### src/rtl/rsr_pkg.sv
// ----------------------------------------------------------------------------
// rsr_pkg
// Shared constants, row layout and request bundle of the replacement engine.
// ----------------------------------------------------------------------------
package rsr_pkg;

   localparam int SETS        = 2048;
   localparam int SET_BITS    = $clog2(SETS);
   localparam int WAYS        = 16;
   localparam int WAY_BITS    = 4;
   localparam int SIG_BITS    = 6;
   localparam int SIG_COUNT   = 1 << SIG_BITS;
   localparam int LEADER_SETS = 64;
   localparam int DUEL_BITS   = 10;
   localparam int ADDR_BITS   = 48;
   localparam int STRIDE_BITS = ADDR_BITS + 1;
   localparam int MASK_BITS   = 16;
   localparam int CHANCE_BITS = 5;

   localparam logic [DUEL_BITS-1:0] DUEL_MID = DUEL_BITS'(1 << (DUEL_BITS - 1));
   localparam logic [DUEL_BITS-1:0] DUEL_MAX = '1;

   localparam logic [1:0] RRPV_NEAR    = 2'd0;
   localparam logic [1:0] RRPV_LONG    = 2'd2;
   localparam logic [1:0] RRPV_DISTANT = 2'd3;
   localparam logic [1:0] OUTCOME_INIT = 2'd1;
   localparam logic [1:0] OUTCOME_MAX  = 2'd3;
   localparam logic [1:0] OUTCOME_HOT  = 2'd2;
   localparam logic [1:0] LEVEL_MAX    = 2'd3;
   localparam logic [1:0] LEVEL_STREAM = 2'd2;

   localparam logic KIND_VICTIM = 1'b0;
   localparam logic KIND_UPDATE = 1'b1;

   typedef struct packed {
      logic [WAYS-1:0][1:0]          rrpv;
      logic [WAYS-1:0][SIG_BITS-1:0] sig;
      logic [SIG_COUNT-1:0][1:0]     outcome;
      logic [ADDR_BITS-1:0]          prior_addr;
      logic [STRIDE_BITS-1:0]        prior_stride;
      logic [1:0]                    level;
   } row_type;

   typedef struct packed {
      logic                   kind;
      logic [SET_BITS-1:0]    set_index;
      logic [WAY_BITS-1:0]    way;
      logic [MASK_BITS-1:0]   valid_mask;
      logic [ADDR_BITS-1:0]   paddr;
      logic [ADDR_BITS-1:0]   pc;
      logic                   hit;
      logic [CHANCE_BITS-1:0] chance;
   } req_type;

   function automatic row_type reset_row();
      row_type r;
      for (int i = 0; i < WAYS; i++) begin
         r.rrpv[i] = RRPV_DISTANT;
         r.sig[i]  = '0;
      end
      for (int i = 0; i < SIG_COUNT; i++) begin
         r.outcome[i] = OUTCOME_INIT;
      end
      r.prior_addr   = '0;
      r.prior_stride = '0;
      r.level        = '0;
      return r;
   endfunction

endpackage

### src/rtl/rsr_row_update.sv
// ----------------------------------------------------------------------------
// rsr_row_update
// Modify stage: victim choice with ageing, hit promotion, stride tracking,
// fill insertion depth and duel counter update.
// ----------------------------------------------------------------------------
module rsr_row_update (
   input  rsr_pkg::row_type              row_in,
   input  rsr_pkg::req_type              req,
   input  logic [rsr_pkg::DUEL_BITS-1:0] duel_in,
   output rsr_pkg::row_type              row_out,
   output logic                          wr_en,
   output logic [rsr_pkg::WAY_BITS-1:0]  victim_way,
   output logic [rsr_pkg::DUEL_BITS-1:0] duel_out
);
   import rsr_pkg::*;

   logic                   has_inv;
   logic [1:0]             top;
   logic                   any3, any2, any1;
   logic [1:0]             aged;
   logic [STRIDE_BITS-1:0] stride;
   logic                   match;
   logic [1:0]             level;
   logic [SIG_BITS-1:0]    sig;
   logic [SIG_BITS-1:0]    old_sig;
   logic [1:0]             oc;
   logic                   lead_s, lead_b;
   logic [1:0]             bimodal;
   logic [1:0]             depth;
   logic [DUEL_BITS-1:0]   duel_tmp;

   always_comb begin
      row_out    = row_in;
      wr_en      = 1'b0;
      victim_way = '0;
      duel_out   = duel_in;
      has_inv    = 1'b0;
      any3       = 1'b0;
      any2       = 1'b0;
      any1       = 1'b0;
      top        = '0;
      aged       = '0;
      stride     = '0;
      match      = 1'b0;
      level      = row_in.level;
      sig        = req.pc[SIG_BITS-1:0] ^ req.pc[SIG_BITS+7:8];
      old_sig    = row_in.sig[req.way];
      oc         = '0;
      lead_s     = req.set_index < SET_BITS'(LEADER_SETS);
      lead_b     = req.set_index >= SET_BITS'(SETS - LEADER_SETS);
      bimodal    = (req.chance == '0) ? RRPV_LONG : RRPV_DISTANT;
      depth      = RRPV_LONG;
      duel_tmp   = duel_in;

      if (req.kind == KIND_VICTIM) begin
         for (int i = WAYS - 1; i >= 0; i--) begin
            if (!req.valid_mask[i]) begin
               victim_way = WAY_BITS'(i);
               has_inv    = 1'b1;
            end
         end
         if (!has_inv) begin
            for (int i = 0; i < WAYS; i++) begin
               any3 = any3 | (row_in.rrpv[i] == 2'd3);
               any2 = any2 | (row_in.rrpv[i] == 2'd2);
               any1 = any1 | (row_in.rrpv[i] == 2'd1);
            end
            top = any3 ? 2'd3 : any2 ? 2'd2 : any1 ? 2'd1 : 2'd0;
            for (int i = WAYS - 1; i >= 0; i--) begin
               aged            = row_in.rrpv[i] + (RRPV_DISTANT - top);
               row_out.rrpv[i] = aged;
               if (aged == RRPV_DISTANT) begin
                  victim_way = WAY_BITS'(i);
               end
            end
            wr_en = 1'b1;
         end
      end else begin
         wr_en  = 1'b1;
         // stride detector
         stride = {1'b0, req.paddr} - {1'b0, row_in.prior_addr};
         match  = (row_in.prior_addr != '0) && (stride == row_in.prior_stride);
         if (match) begin
            if (level != LEVEL_MAX) level = level + 2'd1;
         end else begin
            if (level != 2'd0) level = level - 2'd1;
         end
         row_out.level        = level;
         row_out.prior_stride = stride;
         row_out.prior_addr   = req.paddr;

         if (req.hit) begin
            row_out.rrpv[req.way] = RRPV_NEAR;
            if (row_in.outcome[old_sig] != OUTCOME_MAX) begin
               row_out.outcome[old_sig] = row_in.outcome[old_sig] + 2'd1;
            end
         end else begin
            oc = row_in.outcome[sig];
            if (oc >= OUTCOME_HOT) depth = RRPV_NEAR;
            if (level >= LEVEL_STREAM) depth = RRPV_DISTANT;
            priority if (lead_s) begin
               depth = RRPV_LONG;
            end else if (lead_b) begin
               depth = bimodal;
            end else if (level < LEVEL_STREAM && oc < OUTCOME_HOT) begin
               depth = (duel_in >= DUEL_MID) ? bimodal : RRPV_LONG;
            end
            row_out.rrpv[req.way] = depth;
            row_out.sig[req.way]  = sig;
            if (lead_s && depth == RRPV_LONG && duel_tmp != DUEL_MAX) begin
               duel_tmp = duel_tmp + 1'b1;
            end
            if (lead_b && depth >= RRPV_LONG && duel_tmp != '0) begin
               duel_tmp = duel_tmp - 1'b1;
            end
            duel_out = duel_tmp;
            if (oc != 2'd0 && depth == RRPV_DISTANT) begin
               row_out.outcome[sig] = oc - 2'd1;
            end
         end
      end
   end

endmodule

### config.mk
export PLATFORM = sky130hd
export DESIGN_NAME = rsr_row_update
export DESIGN_NICKNAME = d
export VERILOG_FILES = /design/src/rtl/rsr_pkg.sv /design/src/rtl/rsr_row_update.sv
export SDC_FILE = /design/constraint.sdc
export NUM_CORES = 1
export LEC_CHECK = 0
export BUFFER_PORTS_ARGS = -buffer_cell sky130_fd_sc_hd__buf_2
export CORE_AREA = 5 5 333 335
export DETAILED_ROUTE_END_ITERATION = 7
export DIE_AREA = 0 0 338 340
export SYNTH_ARGS = -nofsm -noshare
export SYNTH_HDL_FRONTEND = slang
export SYNTH_SLANG_ARGS = --single-unit
### constraint.sdc
create_clock -name vclk -period 6.15
set_clock_uncertainty 0.1 [all_clocks]
set_input_delay 0.615 -clock vclk [all_inputs]
set_output_delay 0.615 -clock vclk [all_outputs]
set_load 0.03 [all_outputs]
### Word-level counts from Yosys, hierarchy flattened

Index checks and enable logic that the tools add are counted.
Widths: inputs -> output; s select.

| storage, ports and cells | value |
|---|---|
| register bits after elaboration | 0 |
| input bits | 499 |
| logic and storage cells | 272 |

| operators by class | value |
|---|---|
| $add $sub $neg | 24 |
| order comparisons | 14 |
| eq/ne operators | 70 |
| mux-type cells | 101 |
| bitwise operators | 48 |
| reductions and logical operators | 15 |

Operators with widths:

| cell | count |
|---|---|
| $mux 128 | 3 |
| $mux 323 | 1 |
| $bwmux 128 | 2 |
| $mux 4 | 34 |
| $eq 2x2->1 const B | 50 |
| $bwmux 96 | 1 |
| $mux 32 | 3 |
| $mux 96 | 1 |
| $mux 10 | 6 |
| $eq 49x49->1 | 1 |
| $sub 48x48->49 | 1 |
| $reduce_bool 48->1 | 1 |
| $or 1x1->1 | 45 |
| $mux 2 | 18 |
| $add 2x2->2 | 16 |
| $and 32x32->32 | 1 |
| $bwmux 32 | 1 |
| $eq 2x1->1 const B | 16 |
| $not 32->32 | 1 |
| $bmux 2 s6 | 2 |
| $bmux 6 s4 | 1 |
| $demux 2 s6 | 2 |
| $demux 6 s4 | 1 |
| $mux 1 | 22 |
| 23 further kinds | 42 |

### Longest topological paths before layout

| logic depth | value |
|---|---|
| depth after elaboration | 40 |
| mapped depth | 26 |

### Worst setup path after synthesis

No wires, ideal clock.

| timing | value |
|---|---|
| kind | input port to output port |
| from | input port req[118] (netlist bit) |
| to | output port row_out[210] (netlist bit) |
| arrival time | 5.667 ns |
| slack | -0.232 ns |
| cell stages on the path | 21 |
| cells stage by stage | buf_4 -> buf_4 -> mux4_2 -> mux2i_1 -> mux2i_1 -> buf_2 -> buf_2 -> buf_1 -> mux4_2 -> nand2_1 -> a21oi_1 -> a311oi_1 -> a211oi_1 -> ha_1 -> clkbuf_1 -> nor3_1 -> nand2_1 -> mux2_2 -> nand2_1 -> o221a_2 -> a21oi_1 |

RTL lines:

| item | line | RTL |
|---|---|---|
| start: declaration | rsr_row_update.sv:8 | `input rsr_pkg::req_type req,` |
| end: declaration | rsr_row_update.sv:10 | `output rsr_pkg::row_type row_out,` |

==> out/results.txt <==
power consumption = 0.00418 W
grt total ovfl = 0
Final Slew Violations = 0
Slew @ Worst Pin = 1010 ps
number of I/O pins = 869
VDD IR max = 0.000109 V
Max Fanout on Critical Path = 18
Area Growth Syn to Fin = 47.6%
post-synthesis cell count = 3077
vias in the first global route = 29600
final instance count without filler cells = 5510
power per standard cell area = 149 mW/mm^2
period utilization = 0.987
CLK BUF = 0
largest family of logic cells by synthesized area = compound AO/OA/AOI/OAI gates
sw frac = 0.650
commonest non-fill, non-tap cells in the layout = buf_2, nand2_1, buf_4, o21ai_0, nor2_1
number of remaining DRC errors = 0
Post-CTS Hold Fix Bufs = 0
dpl hpwl = 136000 um
Fin. Hold Viols = 0
max-cap viol count = 0
Initial DRC Count = 3764
Reg power frac = 0
power share of the clock group = 0
max_slew headroom = 0.327
Avg Synthesized Cell Area = 6.20 sq um
f_max = 0.165 GHz
post-synthesis cell type count = 98
WL final = 162000 um
total core area = 0.108 sq mm
Top Usage Layer GRT = met2
placed insts = 5488
DP Worst Slack = -656 ps
area of the multi-input gates = 0.0178 sq mm
gpl congestion = 1.02
P_leak = 12.4 nW
area fraction in compound gates after synthesis = 0.404
mux cell area share after synthesis = 0.113
status = completed
layout cells sized above 1 = 0.365
Initial Util = 0.177
Switch Pwr = 0.00272 W
initial antenna violation count = 34
Wirelength per Cell = 29.4 um
Die Area = 0.115 sq mm
IO Port Bufs = 827
RSZ-0062 raised after global routing = true
Syn Std Cell Area = 0.0191 sq mm
Seq/Total Area, Yosys = 0
first-pass GRT wire length = 222000 um
Synthesized Nets = 3647
P_int = 0.00146 W
Final nets = 4648
Post-Synth XOR/XNOR Area = 0.0749
post-route minimum period = 6070 ps
GRT Overall Usage = 0.262
grt met1 use = 0.334
startpoint type of the worst setup path = primary input
Layout fillers = 12300
largest net degree at the start of global routing = 104
worst path required time = 5430 ps
Vias = 31400
Reg area = 0 sq um
Die Y = 340 um
Final TNS setup = 0 ps
synth warn = 0
post-route ant nets = 0
final setup margin = 82.9 ps
met2 usage = 0.420
Setup crit end kind = output pin
DRT Pass-1 Iters = 6
simple-gate portion of the synthesized area = 0.276
combinational share of power = 1.000
FFs & Latches = 0
most common cell after layout, fill and taps aside = buf_2
M3 GR Usage = 0.0578
# setup viols final = 0
Critical Path AT = 5350 ps
Die Span X = 338 um
Post-Synth Adder-Cell Area = 0.0470
worst setup path category = in2out
hold crit path type = in2out
Core Util, Final = 0.261
cell row count = 121
Via-to-Cell Ratio = 5.71
[critical path, cell delays in order]
cell      delay, ps
buf_2           110
inv_1            60
ha_1            380
buf_4           160
nand2_1          60
o21ai_0         620
a211o_2         310
a41oi_2         180
a221o_1         360
nor4_1          180
nand4_1         300
nor4_4          350
buf_4           190
a31oi_4          90
buf_12          200
buf_12          170
o311ai_0        370
o311ai_0        340
buf_12          240
[worst paths after layout]
check | startpoint | endpoint | cells past startpoint
hold / removal | req[72] | row_out[69] | 4
setup / recovery | row_in[59] | row_out[169] | 19
[through the flow]
step / hold WS [ps] / area, sq um
5_1_grt: 1520 / 28100
3_3_place_gp: 1510 / 27800
2_1_floorplan: 1310 / 19100
6_report: 1500 / 28100
3_5_place_dp: 1510 / 27800
4_1_cts: 1510 / 27900
[cells by family (layout without fill, tap and decap cells)]
| kind of cell | count (synthesis) | after routing |
|---|---|---|
| AOI/OAI and AO/OA | 1149 | 1149 |
| xor gates and xnor gates | 147 | 147 |
| adders and majority gates | 71 | 71 |
| buffers and inverters | 407 | 1406 |
| muxes | 159 | 159 |
| other | 0 | 20 |
| and+or+nand+nor | 1144 | 1144 |
[power by group through the flow]
stage	Combinational (W)	Sequential [W]	Clock (W)
global route	0.00435	0	0.000000000196
global placement	0.00404	0	0
finish	0.00418	0	0.000000000330
CTS	0.00406	0	0
detailed placement	0.00403	0	0
floorplan	0.00204	0	0
[routing by layer]
layer  up-vias  part of all wire
met3       449              0.11
met5         -           0.00072
li1      13800                 -
met4        18             0.058
met2      2314              0.44
met1     14900              0.39
[Yosys cell counts, types with 14 or more instances]
master / instances / area share
a221o_1: 15 / 0.0079
a22oi_1: 62 / 0.024
a311oi_1: 23 / 0.011
nor2_1: 254 / 0.050
nand2b_1: 22 / 0.0072
xor2_1: 45 / 0.021
or2_2: 19 / 0.0062
mux4_2: 38 / 0.045
clkbuf_1: 193 / 0.038
nor4_1: 44 / 0.014
buf_2: 49 / 0.013
o311ai_1: 14 / 0.0064
o31ai_1: 68 / 0.027
and2_1: 17 / 0.0056
ha_1: 70 / 0.046
nor3_1: 52 / 0.014
o21ai_0: 271 / 0.071
nand2_1: 458 / 0.090
a21o_1: 15 / 0.0059
buf_1: 29 / 0.0057
a31oi_1: 40 / 0.013
xnor2_1: 92 / 0.042
o221ai_1: 21 / 0.0096
o311a_1: 14 / 0.0073
a211oi_1: 16 / 0.0063
a21oi_1: 228 / 0.060
a311o_1: 32 / 0.017
nand3_1: 128 / 0.034
mux2_2: 63 / 0.037
mux2i_1: 58 / 0.030
o22ai_1: 110 / 0.036
o311ai_0: 69 / 0.032
inv_1: 124 / 0.024
nand4_1: 65 / 0.021
[cell type report]
type                       count  share of cell area
tap                         1414              0.0629
timing repair buffer        1281               0.285
multi-input combinational   2670               0.634
inverter                     125              0.0168
antenna                       20             0.00178
[repair_timing]
item | CTS | global route
buffers inserted | 0 | 2
hold endpoints to repair | 0 | 0
endpoints found under the setup margin | 116 | 105
gates resized for setup | 21 | 58
pin swaps | 3 | 5
No activity file was read; power rests on OpenSTA's default activity.
